<file path="config.mk">
export PLATFORM = sky130hd
export DESIGN_NAME = ascii_decimal_number_parser_flat
export DESIGN_NICKNAME = d
export VERILOG_FILES = /design/src/rtl/core/adnp_pkg.sv /design/src/rtl/core/adnp_in_if.sv /design/src/rtl/core/adnp_out_if.sv /design/src/rtl/core/adnp_cfg_if.sv /design/src/rtl/core/ascii_decimal_number_parser.sv /design/src/rtl/core/adnp_in_reg.sv /design/src/rtl/core/adnp_parse_core.sv /design/src/flat_wrapper.sv
export VERILOG_INCLUDE_DIRS = /design/src /design/src/rtl/core
export SDC_FILE = /design/constraint.sdc
export NUM_CORES = 1
export LEC_CHECK = 0
export BUFFER_PORTS_ARGS = -buffer_cell sky130_fd_sc_hd__buf_2
export CAP_MARGIN = 20
export CORE_AREA = 5 5 177 179
export DETAILED_ROUTE_END_ITERATION = 10
export DIE_AREA = 0 0 182 184
export GPL_TIMING_DRIVEN = 1
export PLACE_DENSITY = 0.67
export SLEW_MARGIN = 0
export SYNTH_ARGS = -nofsm -noshare
export SYNTH_HDL_FRONTEND = slang
export SYNTH_SLANG_ARGS = --single-unit
</file>
<file path="constraint.sdc">
create_clock -name clk -period 12.72 [get_ports clk]
set_clock_uncertainty 0.05 [all_clocks]
set_input_delay 1.908 -clock clk [delete_from_list [all_inputs] [get_ports clk]]
set_output_delay 1.908 -clock clk [all_outputs]
set_load 0.02 [all_outputs]
</file>
<file path="src/rtl/core/ascii_decimal_number_parser_macros.svh">
// Assertion macros for the ASCII decimal number parser.
// Standalone header; included by adnp_parse_core, which checks its own logic.
`ifndef ASCII_DECIMAL_NUMBER_PARSER_MACROS_SVH
`define ASCII_DECIMAL_NUMBER_PARSER_MACROS_SVH

`ifndef SYNTHESIS
`define ADNP_ASSERT_IMP(lbl, clk, rst_n, ante, cons) \
	lbl: assert property (@(posedge clk) disable iff (!rst_n) (ante) |-> (cons)) \
	else $error("adnp assertion failed");
`define ADNP_ASSERT_NEXT(lbl, clk, rst_n, ante, cons) \
	lbl: assert property (@(posedge clk) disable iff (!rst_n) (ante) |=> (cons)) \
	else $error("adnp assertion failed");
`else
`define ADNP_ASSERT_IMP(lbl, clk, rst_n, ante, cons)
`define ADNP_ASSERT_NEXT(lbl, clk, rst_n, ante, cons)
`endif

`endif

</file>
<file path="src/rtl/core/adnp_pkg.sv">
// Shared types, character codes and arithmetic helpers of the decimal parser.
// No dependencies.
package adnp_pkg;

	localparam logic       OP_CHAR    = 1'b0;
	localparam logic       OP_END     = 1'b1;
	localparam logic [7:0] CHAR_MINUS = 8'h2D;
	localparam logic [7:0] CHAR_POINT = 8'h2E;
	localparam logic [7:0] CHAR_ZERO  = 8'h30;
	localparam logic [7:0] CHAR_NINE  = 8'h39;
	localparam logic [7:0] IGNORE_NONE = 8'h00;

	localparam logic [63:0] MAG_MAX   = 64'h7FFF_FFFF_FFFF_FFFF;
	// largest magnitude that still takes one more digit without overflow
	localparam logic [63:0] LIMIT_LOW_DIGIT  = 64'd922337203685477580;
	localparam logic [63:0] LIMIT_HIGH_DIGIT = 64'd922337203685477579;
	localparam logic [4:0]  FRAC_MAX  = 5'd31;

	typedef struct packed {
		logic       operation;
		logic [7:0] char_code;
		logic       decimal_mode;
	} item_t;

	typedef struct packed {
		logic               consumed;
		logic               done_res;
		logic               parse_error;
		logic signed [63:0] mantissa;
		logic [4:0]         fraction_digits;
	} res_t;

	function automatic logic [63:0] times_ten_plus(input logic [63:0] x, input logic [3:0] d);
		return (x << 3) + (x << 1) + {60'd0, d};
	endfunction

	function automatic logic [63:0] digit_limit(input logic [3:0] d);
		return (d >= 4'd8) ? LIMIT_HIGH_DIGIT : LIMIT_LOW_DIGIT;
	endfunction

endpackage

</file>
<file path="src/rtl/core/adnp_in_if.sv">
// Character input channel: valid/ready with one character beat.
// No dependencies.
interface adnp_in_if;
	logic       valid;
	logic       ready;
	logic       operation;
	logic [7:0] char_code;
	logic       decimal_mode;

	modport source (output valid, operation, char_code, decimal_mode, input ready);
	modport sink (input valid, operation, char_code, decimal_mode, output ready);
endinterface

</file>
<file path="src/rtl/core/adnp_out_if.sv">
// Result output channel: valid/ready with one result beat.
// No dependencies.
interface adnp_out_if;
	logic               valid;
	logic               ready;
	logic               consumed;
	logic               done_res;
	logic               parse_error;
	logic signed [63:0] mantissa;
	logic [4:0]         fraction_digits;

	modport source (output valid, consumed, done_res, parse_error, mantissa, fraction_digits,
		input ready);
	modport sink (input valid, consumed, done_res, parse_error, mantissa, fraction_digits,
		output ready);
endinterface

</file>
<file path="src/rtl/core/adnp_cfg_if.sv">
// Configuration write channel: valid/ready with the ignore character as data.
// No dependencies.
interface adnp_cfg_if;
	logic       valid;
	logic       ready;
	logic [7:0] data;

	modport source (output valid, data, input ready);
	modport sink (input valid, data, output ready);
endinterface

</file>
<file path="src/rtl/core/ascii_decimal_number_parser.sv">
// ASCII decimal number parser, top level: ignore-character register and datapath.
// Path: an accepted character beat passes the input register, then the result register.
// Throughput: one character per cycle while the result channel is ready; the single-pass digit update sets this.
// Reset (arst_n low, asynchronous): parser idle, ignore character cleared to none.
// Depends on adnp_pkg, the channel interfaces, adnp_in_reg and adnp_parse_core.
module ascii_decimal_number_parser (
	input  logic        clk,
	input  logic        arst_n,
	adnp_cfg_if.sink    cfg,
	adnp_in_if.sink     chars,
	adnp_out_if.source  results
);
	import adnp_pkg::*;

	logic [7:0] ignore_q;
	logic       valid_s1;
	logic       adv;
	item_t      item_s1;

	assign cfg.ready = 1'b1;

	always_ff @(posedge clk or negedge arst_n) begin
		if (!arst_n) begin
			ignore_q <= IGNORE_NONE;
		end else if (cfg.valid) begin
			ignore_q <= cfg.data;
		end
	end

	adnp_in_reg u_in_reg (
		.clk      (clk),
		.arst_n   (arst_n),
		.chars    (chars),
		.adv      (adv),
		.valid_s1 (valid_s1),
		.item_s1  (item_s1)
	);

	adnp_parse_core u_core (
		.clk         (clk),
		.arst_n      (arst_n),
		.ignore_char (ignore_q),
		.valid_s1    (valid_s1),
		.item_s1     (item_s1),
		.adv         (adv),
		.results     (results)
	);
endmodule

</file>
<file path="src/rtl/core/adnp_in_reg.sv">
// Input register stage: captures one character beat per cycle unless the held beat is stalled by the core.
// Depends on adnp_pkg and adnp_in_if.
module adnp_in_reg (
	input  logic            clk,
	input  logic            arst_n,
	adnp_in_if.sink         chars,
	input  logic            adv,
	output logic            valid_s1,
	output adnp_pkg::item_t item_s1
);
	import adnp_pkg::*;

	logic take;

	assign chars.ready = !valid_s1 || adv;
	assign take        = chars.valid && chars.ready;

	always_ff @(posedge clk or negedge arst_n) begin
		if (!arst_n) begin
			valid_s1 <= 1'b0;
		end else if (take) begin
			valid_s1 <= 1'b1;
		end else if (adv) begin
			valid_s1 <= 1'b0;
		end
	end

	always_ff @(posedge clk) begin
		if (take) begin
			item_s1 <= '{operation: chars.operation, char_code: chars.char_code,
				decimal_mode: chars.decimal_mode};
		end
	end
endmodule

</file>
<file path="src/rtl/core/adnp_parse_core.sv">
// Parse state, single-pass character update and result register.
// Depends on adnp_pkg, adnp_out_if and the assertion macro header.
`include "ascii_decimal_number_parser_macros.svh"

module adnp_parse_core (
	input  logic            clk,
	input  logic            arst_n,
	input  logic [7:0]      ignore_char,
	input  logic            valid_s1,
	input  adnp_pkg::item_t item_s1,
	output logic            adv,
	adnp_out_if.source      results
);
	import adnp_pkg::*;

	logic        busy_q;
	logic        negative_q;
	logic        first_symbol_q;
	logic        point_seen_q;
	logic        any_consumed_q;
	logic        mode_q;
	logic [7:0]  last_char_q;
	logic [63:0] acc_q;
	logic [4:0]  digit_count_q;

	logic        res_valid_s2;
	res_t        res_s2;

	logic        neg_e, first_e, point_e, any_e, mode_e;
	logic [7:0]  last_e;
	logic [63:0] acc_e;
	logic [4:0]  dc_e;

	logic        neg_n, first_n, point_n;
	logic [63:0] acc_n;
	logic [4:0]  dc_n;
	logic        take, finish_now, ok;
	logic [7:0]  c, last_look;
	logic [3:0]  d;
	logic        is_digit, is_ign, is_end;
	logic [63:0] acc_ten, int_ten, neg_mag;
	logic [31:0] int_val;
	res_t        res_n;

	assign adv = !res_valid_s2 || results.ready;

	always_comb begin
		if (busy_q) begin
			neg_e   = negative_q;
			first_e = first_symbol_q;
			point_e = point_seen_q;
			any_e   = any_consumed_q;
			mode_e  = mode_q;
			last_e  = last_char_q;
			acc_e   = acc_q;
			dc_e    = digit_count_q;
		end else begin
			neg_e   = 1'b0;
			first_e = 1'b1;
			point_e = 1'b0;
			any_e   = 1'b0;
			mode_e  = item_s1.decimal_mode;
			last_e  = 8'h00;
			acc_e   = 64'd0;
			dc_e    = 5'd0;
		end
	end

	always_comb begin
		c        = item_s1.char_code;
		d        = c[3:0];
		is_end   = item_s1.operation == OP_END;
		is_digit = (c >= CHAR_ZERO) && (c <= CHAR_NINE);
		is_ign   = (ignore_char != IGNORE_NONE) && (c == ignore_char);
		acc_ten  = times_ten_plus(acc_e, d);
		int_ten  = times_ten_plus({32'd0, acc_e[31:0]}, d);

		take    = 1'b0;
		neg_n   = neg_e;
		first_n = first_e;
		point_n = point_e;
		acc_n   = acc_e;
		dc_n    = dc_e;

		if (!is_end) begin
			priority if (c == CHAR_MINUS) begin
				if (first_e) begin
					neg_n = 1'b1;
					take  = 1'b1;
				end
			end else if (is_ign) begin
				take = 1'b1;
			end else if ((c == CHAR_POINT) && mode_e) begin
				if (!point_e && !first_e) begin
					point_n = 1'b1;
					take    = 1'b1;
				end
			end else if (is_digit) begin
				take    = 1'b1;
				first_n = 1'b0;
				if (!mode_e) begin
					acc_n = {32'd0, int_ten[31:0]};
				end else if (acc_e > digit_limit(d)) begin
					if (!point_e) begin
						acc_n = MAG_MAX;
					end
				end else if (point_e) begin
					if (dc_e < FRAC_MAX) begin
						dc_n  = dc_e + 5'd1;
						acc_n = acc_ten;
					end
				end else begin
					acc_n = acc_ten;
				end
			end else begin
				take = 1'b0;
			end
		end

		finish_now = is_end || !take;
		last_look  = is_end ? last_e : c;
		ok = any_e && (last_look != CHAR_MINUS) &&
			!((ignore_char != IGNORE_NONE) && (last_look == ignore_char));

		neg_mag = 64'd0 - acc_e;
		int_val = neg_e ? (32'd0 - acc_e[31:0]) : acc_e[31:0];

		res_n.consumed        = take;
		res_n.done_res        = finish_now;
		res_n.parse_error     = finish_now && !ok;
		res_n.mantissa        = 64'sd0;
		res_n.fraction_digits = 5'd0;
		if (finish_now && ok) begin
			if (mode_e) begin
				res_n.mantissa        = neg_e ? neg_mag : acc_e;
				res_n.fraction_digits = dc_e;
			end else begin
				res_n.mantissa = {{32{int_val[31]}}, int_val};
			end
		end
	end

	always_ff @(posedge clk or negedge arst_n) begin
		if (!arst_n) begin
			busy_q         <= 1'b0;
			negative_q     <= 1'b0;
			first_symbol_q <= 1'b1;
			point_seen_q   <= 1'b0;
			any_consumed_q <= 1'b0;
			mode_q         <= 1'b0;
			last_char_q    <= 8'h00;
			acc_q          <= 64'd0;
			digit_count_q  <= 5'd0;
			res_valid_s2   <= 1'b0;
		end else begin
			if (valid_s1 && adv) begin
				res_valid_s2 <= 1'b1;
				mode_q       <= mode_e;
				if (finish_now) begin
					busy_q         <= 1'b0;
					negative_q     <= 1'b0;
					first_symbol_q <= 1'b1;
					point_seen_q   <= 1'b0;
					any_consumed_q <= 1'b0;
					last_char_q    <= 8'h00;
					acc_q          <= 64'd0;
					digit_count_q  <= 5'd0;
				end else begin
					busy_q         <= 1'b1;
					negative_q     <= neg_n;
					first_symbol_q <= first_n;
					point_seen_q   <= point_n;
					any_consumed_q <= 1'b1;
					last_char_q    <= c;
					acc_q          <= acc_n;
					digit_count_q  <= dc_n;
				end
			end else if (results.ready) begin
				res_valid_s2 <= 1'b0;
			end
		end
	end

	always_ff @(posedge clk) begin
		if (valid_s1 && adv) begin
			res_s2 <= res_n;
		end
	end

	assign results.valid           = res_valid_s2;
	assign results.consumed        = res_s2.consumed;
	assign results.done_res        = res_s2.done_res;
	assign results.parse_error     = res_s2.parse_error;
	assign results.mantissa        = res_s2.mantissa;
	assign results.fraction_digits = res_s2.fraction_digits;

	`ADNP_ASSERT_IMP(a_err_zero, clk, arst_n, res_valid_s2 && res_s2.parse_error, res_s2.mantissa == 64'sd0 && res_s2.fraction_digits == 5'd0)
	`ADNP_ASSERT_IMP(a_open_zero, clk, arst_n, res_valid_s2 && !res_s2.done_res, !res_s2.parse_error && res_s2.mantissa == 64'sd0)
	`ADNP_ASSERT_IMP(a_take_xor_done, clk, arst_n, res_valid_s2, res_s2.consumed != res_s2.done_res)
	`ADNP_ASSERT_NEXT(a_done_idle, clk, arst_n, valid_s1 && adv && finish_now, !busy_q && res_valid_s2)
	`ADNP_ASSERT_NEXT(a_take_busy, clk, arst_n, valid_s1 && adv && !finish_now, busy_q && any_consumed_q)
endmodule

</file>
<file path="src/flat_wrapper.sv">
// flat-port wrapper written by rule: the top's interface ports become plain ports
module ascii_decimal_number_parser_flat import adnp_pkg::*;
  (clk, arst_n, cfg_valid, cfg_data, cfg_ready, chars_valid, chars_operation, chars_char_code, chars_decimal_mode, chars_ready, results_valid, results_consumed, results_done_res, results_parse_error, results_mantissa, results_fraction_digits, results_ready);
  adnp_cfg_if cfg_i ();
  adnp_in_if chars_i ();
  adnp_out_if results_i ();
  input  logic clk;
  input  logic arst_n;
  input wire logic [$bits(cfg_i.valid)-1:0] cfg_valid;
  input wire logic [$bits(cfg_i.data)-1:0] cfg_data;
  output wire logic [$bits(cfg_i.ready)-1:0] cfg_ready;
  input wire logic [$bits(chars_i.valid)-1:0] chars_valid;
  input wire logic [$bits(chars_i.operation)-1:0] chars_operation;
  input wire logic [$bits(chars_i.char_code)-1:0] chars_char_code;
  input wire logic [$bits(chars_i.decimal_mode)-1:0] chars_decimal_mode;
  output wire logic [$bits(chars_i.ready)-1:0] chars_ready;
  output wire logic [$bits(results_i.valid)-1:0] results_valid;
  output wire logic [$bits(results_i.consumed)-1:0] results_consumed;
  output wire logic [$bits(results_i.done_res)-1:0] results_done_res;
  output wire logic [$bits(results_i.parse_error)-1:0] results_parse_error;
  output wire logic [$bits(results_i.mantissa)-1:0] results_mantissa;
  output wire logic [$bits(results_i.fraction_digits)-1:0] results_fraction_digits;
  input wire logic [$bits(results_i.ready)-1:0] results_ready;
  assign cfg_i.valid = cfg_valid;
  assign cfg_i.data = cfg_data;
  assign cfg_ready = cfg_i.ready;
  assign chars_i.valid = chars_valid;
  assign chars_i.operation = chars_operation;
  assign chars_i.char_code = chars_char_code;
  assign chars_i.decimal_mode = chars_decimal_mode;
  assign chars_ready = chars_i.ready;
  assign results_valid = results_i.valid;
  assign results_consumed = results_i.consumed;
  assign results_done_res = results_i.done_res;
  assign results_parse_error = results_i.parse_error;
  assign results_mantissa = results_i.mantissa;
  assign results_fraction_digits = results_i.fraction_digits;
  assign results_i.ready = results_ready;
  ascii_decimal_number_parser u_core (.clk(clk), .arst_n(arst_n), .cfg(cfg_i), .chars(chars_i), .results(results_i));
endmodule
</file>
==> results.yml <==
run_status:
  status: "finished, final reports clean"
sta:
  fin_crit_sh: 0.434
  finalSetupViolCount: 0
  tightest_slew_ns: 1.12
  setup_tns_ns: 0
  relSlewSlack: 0.250
  rsz0062_at_grt: "false"
  maxSlewViolCount: 0
  hold_viol_final: 0
  fmax_mhz: 181
  period_minus_slack_ns: 5.52
logic_synthesis:
  yosysUniqueCellTypes: 85
  async_flop_share: 0.529
  synth_common_cells: "nand2_1 (196), nor2_1 (151), o21ai_0 (151)"
  synth_edf_count: 82
  synth.most_common_cell: "nand2_1"
  synth_cells: 1726
  synth_flop_cell: "dfrtp_1"
  ys_seq_elements: 174
  ys_seq_area_frac: 0.327
  syn_area_per_cell_um2: 8.45
  netlist_top_cells_area: "edfxtp_1 (17%), dfrtp_1 (16%), ha_1 (11%)"
  synth_top_area_frac: 0.169
  syn-num-nets: 1876
  netlist_area_um2: 14600
  yosys_warnings: 0
  yosys.area.top_type: "edfxtp_1"
floorplanning:
  die_area_um2: 33500
  io_pins: 98
  die_w_um: 182
  start_util: 0.496
  fp-row-count: 63
  die_h_um: 184
  coreArea_um2: 29400
final_layout:
  area_delta_synth_final_pct: 9.59
  multi_input_area_um2: 9290
  n_fill_cell: 2727
  drive_gt1_frac: 0.106
  seqCellArea_um2: 4770
  instances_no_fill: 2173
  fin_nets: 1920
  antenna_cells: 0
worst_setup_path:
  path_cells: "buf_4, nand2b_1, o31a_1, o21bai_1, o21ai_1, buf_4, nor2_1, nand3_1, a21oi_2, o31ai_1, a221oi_1"
  path_common_cell: "buf_4"
  critPathMaxFanout: 88
  endpoint_kind: "flop"
  rrSetupSlack_ns: 7.20
  required_ns: 13.02
  cp_slowest_stage_delay_ns: 0.83
  critPathSlowestCell: "a21oi_2"
  arrival_ns: 5.82
  critPathKind: "flop to flop"
  worstSetupStartpointType: "flop"
  critPathBufInv: 2
  cp_top_family: "compound AO/OA/AOI/OAI gates"
global_route:
  grt_max_degree: 89
  first_global_vias: 12900
  grtUsageTotal: 0.270
  grt.overflow.total: 0
  grt_pass1_wl_um: 72500
  antenna_found_initial: 0
drt:
  dr.pass1.iters: 5
  drtAntennaViolNets: 0
  vias: 13800
  drc_errors: 0
  drtIter0Drc: 1392
  via_per_inst: 6.35
  wl_um: 45700
  post_drt_wl_per_cell_um: 21.0
clock_tree:
  cts_sinks: 174
  ctsResizeCount: 0
  clkTransAtPathRegs_ns: 0.08
  post_cts_buffers: 0
  cts_tree: "done"
  cts_buffers: 17
  cts-root-buf: "clkbuf_16"
  htreeDepth: 4
  cts.path.max_buffers: 2
  cts_hold_buf: 0
  worstSkewPairLatency_ns: 0.45
hold_path:
  hold_class: "flop to flop"
flow_run:
  drv_cap: 0
power_and_ir_drop:
  p_per_area_nw_per_um2: 79.7
  total_power_uw: 1270
  leakage_uw: 0.00702
  ir_drop_uv: 64.6
place:
  port_buffers: 96
  dp_cells: 2140
  dp_hpwl_um: 34800
  place_congestion: 0.997
[power by group]
part | leakage (µW) | internal (µW) | switching [µW]
logic | 0.00467 | 31.2 | 73.0
registers | 0.00206 | 612 | 14.3
clock network | 0.000290 | 295 | 249
total | 0.00702 | 938 | 336
[path summary, 6_finish.rpt]
check,to,cells after the start,start
max,u_core.u_core.acc_q[46]$_DFFE_PN0P_,11,u_core.u_core.any_consumed_q$_DFFE_PN0P_
min,u_core.u_core.digit_count_q[3]$_DFFE_PN0P_,1,u_core.u_core.digit_count_q[3]$_DFFE_PN0P_
max in group asynchronous,u_core.u_core.any_consumed_q$_DFFE_PN0P_,2,arst_n
min in group asynchronous,u_core.u_core.last_char_q[2]$_DFFE_PN0P_,1,arst_n
max reg2reg,u_core.u_core.acc_q[46]$_DFFE_PN0P_,11,u_core.u_core.any_consumed_q$_DFFE_PN0P_
min reg2reg,u_core.u_core.digit_count_q[3]$_DFFE_PN0P_,1,u_core.u_core.digit_count_q[3]$_DFFE_PN0P_
[kinds of logic (layout without fill, tap and decap cells)]
kind of cell,Yosys count,in the layout,share of synthesized area
flops,174,174,0.327
simple gates,608,608,0.202
other cells,1,1,0.000257
compound gates,541,541,0.242
fa+ha+maj,127,127,0.109
buf+inv,141,198,0.0373
xor+xnor,120,120,0.0720
mux,14,14,0.0104
[metal layers]
metal,track usage,vias to the layer above,routed length [µm]
met5,0,-,0
met1,0.402,6523,21000
met3,0.0655,73,4790
met4,0.0636,0,945
met2,0.395,677,19000
li1,-,6520,-
[final cells by class]
cell class,instances,share of cell area
Multi-Input combinational cell,1411,0.581
Sequential cell,174,0.298
Timing Repair Buffer,118,0.0420
Tap cell,390,0.0305
Clock buffer,19,0.0271
Inverter,48,0.0113
Clock inverter,13,0.00963
[registers in the layout, indices dropped and copies added (netlist names)]
register and cells:
u_core.u_core.results.consumed 1, u_core.u_in_reg.valid_s1 1, u_core.u_core.point_seen_q 1, u_core.u_core.acc_q 64, u_core.u_core.results.done_res 1, u_core.u_core.results.valid 1
u_core.u_core.any_consumed_q 1, u_core.ignore_q 8, u_core.u_core.first_symbol_q 1, u_core.u_core.digit_count_q 5, u_core.u_core.negative_q 1, u_core.u_core.results.parse_error 1
u_core.u_core.results.fraction_digits 5, u_core.u_in_reg.item_s1 10, u_core.u_core.mode_q 1, u_core.u_core.last_char_q 8, u_core.u_core.results.mantissa 64
[worst reg2reg max path, cell delays in order, from the launching register on]
cell and delay, ns:
dfrtp_2 0.63, buf_4 0.79, nand2b_1 0.25, o31a_1 0.29, o21bai_1 0.12, o21ai_1 0.27
buf_4 0.32, nor2_1 0.72, nand3_1 0.63, a21oi_2 0.83, o31ai_1 0.23, a221oi_1 0.30
[cells in the final DEF (no fill, tap or decap), drive strengths merged, types with 32 or more instances in the layout]
cell	n
nor2	151
dfrtp	91
nand3	37
nand4	36
ha	126
a21o	32
inv	52
xor2	60
edfxtp	82
nand2	196
and2	55
o21ai	156
xnor2	60
a21oi	133
buf	118
[per-stage QoR]
stage	hold WS (ns)	cell area (µm²)	util	setup slack, ns
after floorplan	0.401	14600	-	6.84
after global placement	0.422	15400	0.523	7.52
after detailed placement	0.432	15400	0.523	7.44
after CTS	0.444	16000	0.543	7.43
after global routing	0.462	16000	0.544	7.07
final	0.438	16000	0.544	7.20
Note: power is estimated with default switching activity, not from simulation.
